==> src/rtl/bca_pkg.sv <==
// bca_pkg: shared types, codes and defaults for the chunk allocator
// no dependencies; used by the interfaces, engine, output stage and top level

package bca_pkg;

    localparam int NUM_CHUNKS_DEF = 256;
    localparam int SIZE_W         = 21;
    localparam int OFF_W          = 20;
    localparam int CNT_W          = 9;
    localparam int ID_W           = 8;
    localparam int SHIFT_W        = 4;

    localparam logic [SHIFT_W-1:0] SHIFT_MAX = 4'd12;
    localparam logic [SHIFT_W-1:0] SHIFT_RST = 4'd4;

    typedef enum logic {
        REQ_ALLOC = 1'b0,
        REQ_FREE  = 1'b1
    } t_req_type;

    typedef enum logic [1:0] {
        STAT_OK        = 2'd0,
        STAT_NO_ROOM   = 2'd1,
        STAT_BAD_FREE  = 2'd2,
        STAT_ZERO_SIZE = 2'd3
    } t_status;

    typedef enum logic [3:0] {
        ST_CLEAR,
        ST_IDLE,
        ST_CHECK,
        ST_SCAN,
        ST_LEFT_RD,
        ST_RIGHT_RD,
        ST_PICK,
        ST_FILL,
        ST_FREE_ID,
        ST_FREE_RUN,
        ST_DONE
    } t_state;

    typedef struct packed {
        t_req_type         req_type;
        logic [SIZE_W-1:0] size_bytes;
        logic [OFF_W-1:0]  offset_bytes;
    } t_req;

    typedef struct packed {
        t_status          status;
        logic [OFF_W-1:0] alloc_offset;
        logic [CNT_W-1:0] chunk_count;
    } t_rsp;

endpackage

==> src/rtl/bca_req_if.sv <==
// bca_req_if: request channel, valid/ready with allocate and free fields
// depends on bca_pkg for field widths

interface bca_req_if;
    logic                         valid;
    logic                         ready;
    logic                         req_type;
    logic [bca_pkg::SIZE_W-1:0]   size_bytes;
    logic [bca_pkg::OFF_W-1:0]    offset_bytes;

    modport source (output valid, req_type, size_bytes, offset_bytes, input ready);
    modport sink   (input valid, req_type, size_bytes, offset_bytes, output ready);
endinterface

==> src/rtl/bca_rsp_if.sv <==
// bca_rsp_if: response channel, valid/ready with status, offset and count
// depends on bca_pkg for field widths

interface bca_rsp_if;
    logic                         valid;
    logic                         ready;
    logic [1:0]                   status;
    logic [bca_pkg::OFF_W-1:0]    alloc_offset;
    logic [bca_pkg::CNT_W-1:0]    chunk_count;

    modport source (output valid, status, alloc_offset, chunk_count, input ready);
    modport sink   (input valid, status, alloc_offset, chunk_count, output ready);
endinterface

==> src/rtl/bitmap_chunk_allocator_top.sv <==
// bitmap_chunk_allocator_top: next-fit chunk allocator over a byte-id map in ram
// depends on bca_pkg, bca_req_if, bca_rsp_if, bca_ram, bca_engine, bca_ostage
//
//   channel   dir  handshake      payload
//   i_req     in   valid/ready    req_type, size_bytes, offset_bytes
//   o_rsp     out  valid/ready    status, alloc_offset, chunk_count
//   i_cfg_*   in   write enable   chunk_shift (4 bits)
//
// allocate: accept, check, one map read per scan position (at most NUM_CHUNKS + run
//   length - 1), left and right neighbor reads, id pick, one write per chunk, result
// free: accept, check, one read-modify-write per chunk, then one read past the run unless
//   it ends at the last chunk; zero size, no room by count and out-of-range free go from the check to the result
// after reset a clearing pass writes zero to every map entry, no item taken
// a result waits in the output register; the engine holds the next until it frees up

module bitmap_chunk_allocator_top #(
    parameter int NUM_CHUNKS = bca_pkg::NUM_CHUNKS_DEF
) (
    input  logic                         i_clk,
    input  logic                         i_rst_n,
    input  logic                         i_cfg_we,
    input  logic [bca_pkg::SHIFT_W-1:0]  i_cfg_wdata,
    bca_req_if.sink                      i_req,
    bca_rsp_if.source                    o_rsp
);

    import bca_pkg::*;

    localparam int CW = $clog2(NUM_CHUNKS);

    t_req             w_req;
    t_rsp             w_res;
    logic             w_res_valid;
    logic             w_res_ready;
    logic             w_mem_we;
    logic [CW-1:0]    w_mem_waddr;
    logic [ID_W-1:0]  w_mem_wdata;
    logic [CW-1:0]    w_mem_raddr;
    logic [ID_W-1:0]  w_mem_rdata;

    assign w_req.req_type     = t_req_type'(i_req.req_type);
    assign w_req.size_bytes   = i_req.size_bytes;
    assign w_req.offset_bytes = i_req.offset_bytes;

    bca_ram #(
        .WIDTH (ID_W),
        .DEPTH (NUM_CHUNKS)
    ) u_map (
        .i_clk   (i_clk),
        .i_we    (w_mem_we),
        .i_waddr (w_mem_waddr),
        .i_wdata (w_mem_wdata),
        .i_raddr (w_mem_raddr),
        .o_rdata (w_mem_rdata)
    );

    bca_engine #(
        .NUM_CHUNKS (NUM_CHUNKS)
    ) u_engine (
        .i_clk       (i_clk),
        .i_rst_n     (i_rst_n),
        .i_cfg_we    (i_cfg_we),
        .i_cfg_wdata (i_cfg_wdata),
        .i_req_valid (i_req.valid),
        .i_req       (w_req),
        .o_req_ready (i_req.ready),
        .o_res_valid (w_res_valid),
        .o_res       (w_res),
        .i_res_ready (w_res_ready),
        .o_mem_we    (w_mem_we),
        .o_mem_waddr (w_mem_waddr),
        .o_mem_wdata (w_mem_wdata),
        .o_mem_raddr (w_mem_raddr),
        .i_mem_rdata (w_mem_rdata)
    );

    bca_ostage u_ostage (
        .i_clk   (i_clk),
        .i_rst_n (i_rst_n),
        .i_valid (w_res_valid),
        .i_data  (w_res),
        .o_ready (w_res_ready),
        .o_rsp   (o_rsp)
    );

endmodule

==> src/rtl/bca_ram.sv <==
// bca_ram: generic simple dual-port ram, one write and one registered read port
// no dependencies

module bca_ram #(
    parameter int WIDTH = 8,
    parameter int DEPTH = 256
) (
    input  logic                     i_clk,
    input  logic                     i_we,
    input  logic [$clog2(DEPTH)-1:0] i_waddr,
    input  logic [WIDTH-1:0]         i_wdata,
    input  logic [$clog2(DEPTH)-1:0] i_raddr,
    output logic [WIDTH-1:0]         o_rdata
);

    logic [WIDTH-1:0] r_mem [DEPTH];
    logic [WIDTH-1:0] r_rdata;

    always_ff @(posedge i_clk) begin
        if (i_we) begin
            r_mem[i_waddr] <= i_wdata;
        end
        r_rdata <= r_mem[i_raddr];
    end

    assign o_rdata = r_rdata;

endmodule

==> src/rtl/bca_engine.sv <==
// bca_engine: allocate/free sequencer, scans and tags the chunk id map
// depends on bca_pkg; drives the ports of one bca_ram holding the map

module bca_engine #(
    parameter int NUM_CHUNKS = bca_pkg::NUM_CHUNKS_DEF
) (
    input  logic                                i_clk,
    input  logic                                i_rst_n,
    input  logic                                i_cfg_we,
    input  logic [bca_pkg::SHIFT_W-1:0]         i_cfg_wdata,
    input  logic                                i_req_valid,
    input  bca_pkg::t_req                       i_req,
    output logic                                o_req_ready,
    output logic                                o_res_valid,
    output bca_pkg::t_rsp                       o_res,
    input  logic                                i_res_ready,
    output logic                                o_mem_we,
    output logic [$clog2(NUM_CHUNKS)-1:0]       o_mem_waddr,
    output logic [bca_pkg::ID_W-1:0]            o_mem_wdata,
    output logic [$clog2(NUM_CHUNKS)-1:0]       o_mem_raddr,
    input  logic [bca_pkg::ID_W-1:0]            i_mem_rdata
);

    import bca_pkg::*;

    localparam int CW = $clog2(NUM_CHUNKS);
    localparam int UW = $clog2(NUM_CHUNKS + 1);
    localparam logic [CW-1:0]    LAST   = CW'(NUM_CHUNKS - 1);
    localparam logic [UW-1:0]    NUM_U  = UW'(NUM_CHUNKS);
    localparam logic [CW:0]      NUM_X  = (CW+1)'(NUM_CHUNKS);
    localparam logic [OFF_W-1:0] NUM_O  = OFF_W'(NUM_CHUNKS);

    function automatic logic [ID_W-1:0] pick_id(input logic [ID_W-1:0] left,
                                                input logic [ID_W-1:0] right);
        logic [ID_W-1:0] c;
        c = left + ID_W'(1);
        if (c == '0 || c == right) begin
            c = c + ID_W'(1);
        end
        if (c == '0 || c == right) begin
            c = c + ID_W'(1);
        end
        return c;
    endfunction

    t_state              r_state, n_state;
    t_req                r_req, n_req;
    t_rsp                r_res, n_res;
    logic [SHIFT_W-1:0]  r_shift, n_shift;
    logic [CW-1:0]       r_pos, n_pos;
    logic [CW-1:0]       r_start, n_start;
    logic [CW-1:0]       r_x, n_x;
    logic [UW-1:0]       r_used, n_used;
    logic [UW-1:0]       r_need, n_need;
    logic [UW-1:0]       r_run, n_run;
    logic [UW-1:0]       r_cnt, n_cnt;
    logic                r_wrap, n_wrap;
    logic [ID_W-1:0]     r_left, n_left;
    logic [ID_W-1:0]     r_id, n_id;

    logic [SHIFT_W-1:0]  sh;
    logic [SIZE_W:0]     mask_w;
    logic [SIZE_W:0]     need_w;
    logic [UW-1:0]       free_cnt;
    logic [OFF_W-1:0]    bi;
    logic                is_free;
    logic [UW-1:0]       run_new;
    logic [CW-1:0]       pos_inc;
    logic [CW-1:0]       x_found;
    logic [CW:0]         right_idx;
    logic                right_in;
    logic                chk_zero, chk_room, chk_bad;
    logic                scan_fail2, scan_found, scan_end, scan_wrap;
    logic                free_match, free_end;
    logic                fill_last;
    logic [UW-1:0]       done_cnt;
    logic [31:0]         off_w;
    logic [31:0]         need32, done32;

    assign sh         = (r_shift > SHIFT_MAX) ? SHIFT_MAX : r_shift;
    assign mask_w     = ((SIZE_W+1)'(1) << sh) - (SIZE_W+1)'(1);
    assign need_w     = ({1'b0, r_req.size_bytes} + mask_w) >> sh;
    assign free_cnt   = NUM_U - r_used;
    assign bi         = r_req.offset_bytes >> sh;
    assign is_free    = (i_mem_rdata == '0);
    assign run_new    = is_free ? r_run + UW'(1) : '0;
    assign pos_inc    = (r_pos == LAST) ? '0 : r_pos + CW'(1);
    assign x_found    = r_pos - CW'(r_need - UW'(1));
    assign right_idx  = {1'b0, r_x} + (CW+1)'(r_need);
    assign right_in   = right_idx < NUM_X;

    assign chk_zero   = (r_req.size_bytes == '0);
    assign chk_room   = need_w > (SIZE_W+1)'(free_cnt);
    assign chk_bad    = bi >= NUM_O;

    // a second-pass run must begin below the scan start
    assign scan_fail2 = r_wrap && (r_pos >= r_start) && (r_run == '0 || !is_free);
    assign scan_found = !scan_fail2 && is_free && (run_new == r_need);
    assign scan_end   = (r_pos == LAST);
    assign scan_wrap  = scan_end && !r_wrap && (r_start != '0);

    assign free_match = (r_state == ST_FREE_ID) ? !is_free : (i_mem_rdata == r_id);
    assign free_end   = free_match && (r_pos == LAST);
    assign done_cnt   = free_match ? r_cnt + UW'(1) : r_cnt;

    assign fill_last  = (r_cnt + UW'(1) == r_need);

    assign off_w      = 32'(r_x) << sh;
    assign need32     = 32'(r_need);
    assign done32     = 32'(done_cnt);

    always_comb begin
        n_state = r_state;
        unique case (r_state)
            ST_CLEAR: begin
                if (r_pos == LAST) begin
                    n_state = ST_IDLE;
                end
            end
            ST_IDLE: begin
                if (i_req_valid) begin
                    n_state = ST_CHECK;
                end
            end
            ST_CHECK: begin
                if (r_req.req_type == REQ_ALLOC) begin
                    n_state = (chk_zero || chk_room) ? ST_DONE : ST_SCAN;
                end else begin
                    n_state = chk_bad ? ST_DONE : ST_FREE_ID;
                end
            end
            ST_SCAN: begin
                priority if (scan_fail2) begin
                    n_state = ST_DONE;
                end else if (scan_found) begin
                    n_state = ST_LEFT_RD;
                end else if (scan_end && !scan_wrap) begin
                    n_state = ST_DONE;
                end
            end
            ST_LEFT_RD:  n_state = ST_RIGHT_RD;
            ST_RIGHT_RD: n_state = ST_PICK;
            ST_PICK:     n_state = ST_FILL;
            ST_FILL: begin
                if (fill_last) begin
                    n_state = ST_DONE;
                end
            end
            ST_FREE_ID: begin
                if (!free_match || free_end) begin
                    n_state = ST_DONE;
                end else begin
                    n_state = ST_FREE_RUN;
                end
            end
            ST_FREE_RUN: begin
                if (!free_match || free_end) begin
                    n_state = ST_DONE;
                end
            end
            ST_DONE: begin
                if (i_res_ready) begin
                    n_state = ST_IDLE;
                end
            end
            default: n_state = ST_CLEAR;
        endcase
    end

    always_comb begin
        o_req_ready = (r_state == ST_IDLE);
        o_res_valid = (r_state == ST_DONE);
        o_res       = r_res;
        o_mem_we    = 1'b0;
        o_mem_waddr = r_pos;
        o_mem_wdata = '0;
        o_mem_raddr = r_pos;
        unique case (r_state)
            ST_CLEAR: begin
                o_mem_we = 1'b1;
            end
            ST_CHECK: begin
                o_mem_raddr = (r_req.req_type == REQ_ALLOC) ? r_start : bi[CW-1:0];
            end
            ST_SCAN: begin
                o_mem_raddr = pos_inc;
            end
            ST_LEFT_RD: begin
                o_mem_raddr = r_x - CW'(1);
            end
            ST_RIGHT_RD: begin
                o_mem_raddr = right_idx[CW-1:0];
            end
            ST_FILL: begin
                o_mem_we    = 1'b1;
                o_mem_wdata = r_id;
            end
            ST_FREE_ID, ST_FREE_RUN: begin
                o_mem_we    = free_match;
                o_mem_raddr = pos_inc;
            end
            ST_IDLE, ST_PICK, ST_DONE: begin
                o_mem_we = 1'b0;
            end
            default: o_mem_we = 1'b0;
        endcase
    end

    always_comb begin
        n_req   = r_req;
        n_res   = r_res;
        n_pos   = r_pos;
        n_start = r_start;
        n_x     = r_x;
        n_used  = r_used;
        n_need  = r_need;
        n_run   = r_run;
        n_cnt   = r_cnt;
        n_wrap  = r_wrap;
        n_left  = r_left;
        n_id    = r_id;
        n_shift = i_cfg_we ? i_cfg_wdata : r_shift;
        unique case (r_state)
            ST_CLEAR: begin
                n_pos = pos_inc;
            end
            ST_IDLE: begin
                n_req = i_req;
            end
            ST_CHECK: begin
                n_res = '{status: STAT_OK, alloc_offset: '0, chunk_count: '0};
                n_run  = '0;
                n_wrap = 1'b0;
                n_cnt  = '0;
                n_need = UW'(need_w);
                if (r_req.req_type == REQ_ALLOC) begin
                    n_pos = r_start;
                    if (chk_zero) begin
                        n_res.status = STAT_ZERO_SIZE;
                    end else if (chk_room) begin
                        n_res.status = STAT_NO_ROOM;
                    end
                end else begin
                    n_pos = bi[CW-1:0];
                    if (chk_bad) begin
                        n_res.status = STAT_BAD_FREE;
                    end
                end
            end
            ST_SCAN: begin
                n_pos  = pos_inc;
                n_run  = scan_wrap ? '0 : run_new;
                n_wrap = r_wrap | scan_wrap;
                n_x    = x_found;
                if (scan_fail2 || (!scan_found && scan_end && !scan_wrap)) begin
                    n_res.status = STAT_NO_ROOM;
                end
            end
            ST_RIGHT_RD: begin
                n_left = (r_x == '0) ? '0 : i_mem_rdata;
            end
            ST_PICK: begin
                n_id  = pick_id(r_left, right_in ? i_mem_rdata : '0);
                n_pos = r_x;
                n_cnt = '0;
            end
            ST_FILL: begin
                n_pos = pos_inc;
                n_cnt = r_cnt + UW'(1);
                if (fill_last) begin
                    n_start = pos_inc;
                    n_used  = r_used + r_need;
                    n_res   = '{status: STAT_OK, alloc_offset: off_w[OFF_W-1:0],
                                chunk_count: need32[CNT_W-1:0]};
                end
            end
            ST_FREE_ID, ST_FREE_RUN: begin
                if (r_state == ST_FREE_ID) begin
                    n_id = i_mem_rdata;
                end
                if (free_match) begin
                    n_pos = pos_inc;
                    n_cnt = r_cnt + UW'(1);
                end
                if (r_state == ST_FREE_ID && !free_match) begin
                    n_res.status = STAT_BAD_FREE;
                end else if (!free_match || free_end) begin
                    n_used = r_used - done_cnt;
                    n_res  = '{status: STAT_OK, alloc_offset: '0,
                               chunk_count: done32[CNT_W-1:0]};
                end
            end
            ST_LEFT_RD, ST_DONE: begin
                n_cnt = r_cnt;
            end
            default: n_cnt = r_cnt;
        endcase
    end

    always_ff @(posedge i_clk) begin
        if (!i_rst_n) begin
            r_state <= ST_CLEAR;
            r_pos   <= '0;
            r_start <= '0;
            r_used  <= '0;
            r_shift <= SHIFT_RST;
        end else begin
            r_state <= n_state;
            r_pos   <= n_pos;
            r_start <= n_start;
            r_used  <= n_used;
            r_shift <= n_shift;
        end
    end

    always_ff @(posedge i_clk) begin
        r_req  <= n_req;
        r_res  <= n_res;
        r_x    <= n_x;
        r_need <= n_need;
        r_run  <= n_run;
        r_cnt  <= n_cnt;
        r_wrap <= n_wrap;
        r_left <= n_left;
        r_id   <= n_id;
    end

endmodule

==> src/rtl/bca_ostage.sv <==
// bca_ostage: one-entry output register in front of the response channel
// depends on bca_pkg and bca_rsp_if

module bca_ostage (
    input  logic             i_clk,
    input  logic             i_rst_n,
    input  logic             i_valid,
    input  bca_pkg::t_rsp    i_data,
    output logic             o_ready,
    bca_rsp_if.source        o_rsp
);

    import bca_pkg::*;

    logic r_valid, n_valid;
    t_rsp r_data, n_data;

    assign o_ready = !r_valid || o_rsp.ready;

    always_comb begin
        n_valid = r_valid;
        n_data  = r_data;
        if (o_ready) begin
            n_valid = i_valid;
            n_data  = i_data;
        end
    end

    always_ff @(posedge i_clk) begin
        if (!i_rst_n) begin
            r_valid <= 1'b0;
        end else begin
            r_valid <= n_valid;
        end
    end

    always_ff @(posedge i_clk) begin
        r_data <= n_data;
    end

    assign o_rsp.valid        = r_valid;
    assign o_rsp.status       = r_data.status;
    assign o_rsp.alloc_offset = r_data.alloc_offset;
    assign o_rsp.chunk_count  = r_data.chunk_count;

endmodule

==> src/flat_wrapper.sv <==
// flat-port wrapper written by rule: the top's interface ports become plain ports
module bitmap_chunk_allocator_top_flat import bca_pkg::*;
#(
    parameter int NUM_CHUNKS = bca_pkg::NUM_CHUNKS_DEF
)
  (i_clk, i_rst_n, i_cfg_we, i_cfg_wdata, i_req_valid, i_req_req_type, i_req_size_bytes, i_req_offset_bytes, i_req_ready, o_rsp_valid, o_rsp_status, o_rsp_alloc_offset, o_rsp_chunk_count, o_rsp_ready);
  bca_req_if i_req_i ();
  bca_rsp_if o_rsp_i ();
  input  logic i_clk;
  input  logic i_rst_n;
  input  logic i_cfg_we;
  input  logic [bca_pkg::SHIFT_W-1:0] i_cfg_wdata;
  input wire logic [$bits(i_req_i.valid)-1:0] i_req_valid;
  input wire logic [$bits(i_req_i.req_type)-1:0] i_req_req_type;
  input wire logic [$bits(i_req_i.size_bytes)-1:0] i_req_size_bytes;
  input wire logic [$bits(i_req_i.offset_bytes)-1:0] i_req_offset_bytes;
  output wire logic [$bits(i_req_i.ready)-1:0] i_req_ready;
  output wire logic [$bits(o_rsp_i.valid)-1:0] o_rsp_valid;
  output wire logic [$bits(o_rsp_i.status)-1:0] o_rsp_status;
  output wire logic [$bits(o_rsp_i.alloc_offset)-1:0] o_rsp_alloc_offset;
  output wire logic [$bits(o_rsp_i.chunk_count)-1:0] o_rsp_chunk_count;
  input wire logic [$bits(o_rsp_i.ready)-1:0] o_rsp_ready;
  assign i_req_i.valid = i_req_valid;
  assign i_req_i.req_type = i_req_req_type;
  assign i_req_i.size_bytes = i_req_size_bytes;
  assign i_req_i.offset_bytes = i_req_offset_bytes;
  assign i_req_ready = i_req_i.ready;
  assign o_rsp_valid = o_rsp_i.valid;
  assign o_rsp_status = o_rsp_i.status;
  assign o_rsp_alloc_offset = o_rsp_i.alloc_offset;
  assign o_rsp_chunk_count = o_rsp_i.chunk_count;
  assign o_rsp_i.ready = o_rsp_ready;
  bitmap_chunk_allocator_top #(.NUM_CHUNKS(NUM_CHUNKS)) u_core (.i_clk(i_clk), .i_rst_n(i_rst_n), .i_cfg_we(i_cfg_we), .i_cfg_wdata(i_cfg_wdata), .i_req(i_req_i), .o_rsp(o_rsp_i));
endmodule
==> config.mk <==
export PLATFORM = sky130hd
export DESIGN_NAME = bitmap_chunk_allocator_top_flat
export DESIGN_NICKNAME = d
export VERILOG_FILES = /design/src/rtl/bca_pkg.sv /design/src/rtl/bca_req_if.sv /design/src/rtl/bca_rsp_if.sv /design/src/rtl/bitmap_chunk_allocator_top.sv /design/src/rtl/bca_ram.sv /design/src/rtl/bca_engine.sv /design/src/rtl/bca_ostage.sv /design/src/flat_wrapper.sv
export SDC_FILE = /design/constraint.sdc
export NUM_CORES = 2
export LEC_CHECK = 0
export BUFFER_PORTS_ARGS = -buffer_cell sky130_fd_sc_hd__buf_4
export CORE_ASPECT_RATIO = 2
export CORE_UTILIZATION = 45
export DETAILED_ROUTE_END_ITERATION = 8
export GPL_ROUTABILITY_DRIVEN = 0
export GPL_TIMING_DRIVEN = 1
export PLACE_DENSITY = 0.64
export SYNTH_ARGS = -nofsm -noshare
export SYNTH_HDL_FRONTEND = slang
export SYNTH_SLANG_ARGS = --single-unit
==> constraint.sdc <==
create_clock -name i_clk -period 18.5 [get_ports i_clk]
set_input_delay 0.925 -clock i_clk [delete_from_list [all_inputs] [get_ports i_clk]]
set_output_delay 0.925 -clock i_clk [all_outputs]
set_load 0.05 [all_outputs]
==> reports/metrics.yaml <==
postCtsSetupBuffers: 0
setup_ws_ns: 10.07
p_leak_nw: 34.5
io_pins: 84
nets: 7765
vias: 64900
hp-start: "i_req_offset_bytes[19]"
cts-root-buf: "clkbuf_16"
core_area_um2: 214000
wl_per_cell_um: 28.9
hold_viol_final: 0
synth_area_um2: 96700
fin_skew_ns: 0.0725
critPathLaunchType: "flop"
clock-sinks: 2246
htreeDepth: 4
row_count: 240
synthFlopType: "edfxtp_1"
cts.path.max_buffers: 4
fin_tns_setup_ns: 0
initial_core_util_pct: 45.3
rsz0062_at_grt: "false"
max_stage_delay_ns: 1.09
wl_um: 304000
crit_type: "flop to flop"
clk_pin_slew_ns: 0.07
clkLatencyLatePin_ns: 0.91
synth.avg_cell_area_um2: 12.6
dr.first_iter.drc_count: 7737
cts_inserted_buffers: 194
io_buffers: 83
cp-end-kind: "flop"
ir_drop_mv: 0.174
cp_common_cell: "buf_4"
viasPerCell: 6.15
hold_buffers: 0
dpl_worst_slack_ns: 10.50
grt_pass1_wl_um: 436000
power_density_nw_per_um2: 175
postCtsResizedCells: 0
crit_chain: "buf_4 -> a21bo_2 -> a21oi_1 -> a221oi_1 -> o221ai_1 -> o21ai_4 -> buf_4 -> buf_12 -> buf_4 -> buf_4 -> a211oi_1 -> a31oi_1 -> o22ai_1 -> a311oi_1 -> nand4_1 -> or3_1"
ant_nets: 0
synth-async-reset-ratio_pct: 0
synth.area.top_cells: "edfxtp_1 68%, nand2_1 6.6%, nand3_1 3.7%"
area_growth_pct: 9.47
grt_max_degree: 201
drive_gt1_share_pct: 7.70
die_x_um: 330
synth-edff-count: 2204
synth_top_area_share_pct: 68.5
worstReg2RegStart: "u_core.u_engine.r_shift[2]"
timing.fmax_ghz: 0.119
slowest_stage: "a311oi_1"
synthCells: 7665
ys_ff_latch: 2246
yosys_warnings: 0
p_total_w: 0.0185
hold_path.class: "primary input to flop"
synth_top_cell_by_area: "edfxtp_1"
die_area_um2: 217000
antenna_found_initial: 5
hold_ws_ns: 0.203
synth.distinct_cells: 102
dp.final_hpwl_um: 195000
crit_fanout: 110
cp.arrival_ns: 9.18
setup_viol: 0
tightest_slew_ns: 1.47
crit_start: "u_core.u_engine.r_shift[2]"
ys_seq_area_share_pct: 69.3
timing.slew.headroom_pct: 1.79
grt_usage_pct: 27.6
drv_cap: 0
die_h_um: 658
grt_pass1_vias: 64200
drv_slew: 0
finalCriticalPeriod_ns: 8.43
status: "complete, no violations"
cts_tree: "built"
gr-total-overflow: 0
period_share_pct: 45.6
firstDrtPassIters: 9
drc_errors: 0
cp.required_ns: 19.25
[Yosys cell counts (10+ instances only)]
cell type,count
o22ai_1,44
edfxtp_1,2204
a21boi_0,11
nand2b_1,20
or3_1,20
o21a_1,10
buf_4,49
dfxtp_1,42
and3_1,89
a31oi_1,111
and2_1,30
a221oi_1,37
o2111ai_1,13
a21oi_1,228
a22oi_1,29
clkbuf_1,168
nor2_1,471
nand4_1,90
buf_1,38
xor2_1,50
a32o_1,20
a311oi_1,16
nor4_1,27
inv_1,117
a21o_1,28
buf_2,221
mux4_2,10
mux2i_1,274
nand3_1,716
xnor2_1,77
a2111oi_0,11
a211oi_1,71
ha_1,100
a32oi_1,126
nor2b_1,25
o211ai_1,24
nand2_1,1697
o31ai_1,10
or4_1,11
o21ai_0,92
buf_6,14
nor3_1,53
[kinds of logic after synthesis]
group | count (synthesis) | share of synthesized area, %
xor gates and xnor gates | 127 | 1.15
and+or+nand+nor | 3301 | 14.9
AOI/OAI and AO/OA | 980 | 7.13
muxes | 293 | 3.17
adders and majority gates | 104 | 1.38
DFF | 2246 | 69.3
buffers and inverters | 613 | 2.97
other | 1 | 0.00388
[layout make-up]
cell class	count	area (um2)
Clock inverter	103	876
Inverter	121	459
Tap cell	2783	3480
Multi-Input combinational cell	4808	27000
Timing Repair Buffer	239	1920
Clock buffer	239	5090
Sequential cell	2246	67000
Fill cell	18100	108000
Antenna cell	4	10.0
[per-stage QoR]
stage               utilization (%)  cell area (um2)  cells
floorplan                         -            96700   7667
global placement               46.8            99800  10200
detailed placement             46.8            99900  10200
CTS                            49.6           106000  10500
global route                   49.6           106000  10500
finish                         49.6           106000  10500
[sequential cells by signal, indices dropped and copies added (netlist names), 4 cells and up]
signal,flops
u_core.u_map.r_mem,2048
u_core.u_engine.r_req,42
u_core.u_engine.o_res,31
u_core.u_ostage.o_rsp.alloc_offset,20
u_core.u_engine.r_cnt,9
u_core.u_engine.r_need,9
u_core.u_engine.r_run,9
u_core.u_engine.r_used,9
u_core.u_ostage.o_rsp.chunk_count,9
u_core.u_engine.o_mem_waddr,8
u_core.u_engine.r_id,8
u_core.u_engine.r_left,8
u_core.u_engine.r_start,8
u_core.u_engine.r_x,8
u_core.u_map.o_rdata,8
u_core.u_engine.r_shift,4
u_core.u_engine.r_state,4
[path summary, 6_finish.rpt]
| check | to | slack (ns) | depth (start not counted) |
|---|---|---|---|
| setup reg to reg | u_core.u_map.o_rdata[4] | 10.07 | 16 |
| setup / recovery | u_core.u_map.o_rdata[4] | 10.07 | 16 |
| hold reg to reg | u_core.u_ostage.o_rsp.alloc_offset[12] | 0.42 | 0 |
| hold / removal | u_core.u_engine.r_req[19] | 0.20 | 1 |
[placed cells by master (no fill, tap or decap), drive strengths merged, types with 100 or more instances in the layout]
| cell | Yosys | routed |
|---|---|---|
| buf | 322 | 239 |
| clkbuf | 170 | 239 |
| a31oi | 111 | 111 |
| edfxtp | 2204 | 2204 |
| ha | 100 | 100 |
| nand3 | 716 | 716 |
| inv | 118 | 131 |
| nand2 | 1699 | 1699 |
| a21oi | 228 | 228 |
| nor2 | 476 | 476 |
| a32oi | 126 | 126 |
| mux2i | 274 | 274 |
[worst max-delay path: cells and delay by family (launching register included)]
family | cells | cell delay [ns]
and+or+nand+nor | 2 | 1.18
buffers and inverters | 5 | 2.85
DFF | 1 | 0.32
AOI/OAI and AO/OA | 9 | 3.64
[where the power goes]
group | switching (W) | internal, W
combinational | 0.00603 | 0.00251
clock | 0.00185 | 0.00213
sequential | 0.000215 | 0.00578
[per-layer routing]
layer / global-route usage, % / share of wire (%) / up-vias
met2: 48.6 / 51 / 3354
met3: 3.94 / 7.0 / 1085
met1: 28.4 / 32 / 32200
met4: 24.1 / 10 / 0
met5: 0 / 0 / -
li1: - / - / 28200
Power figures use the tool's default switching activity.
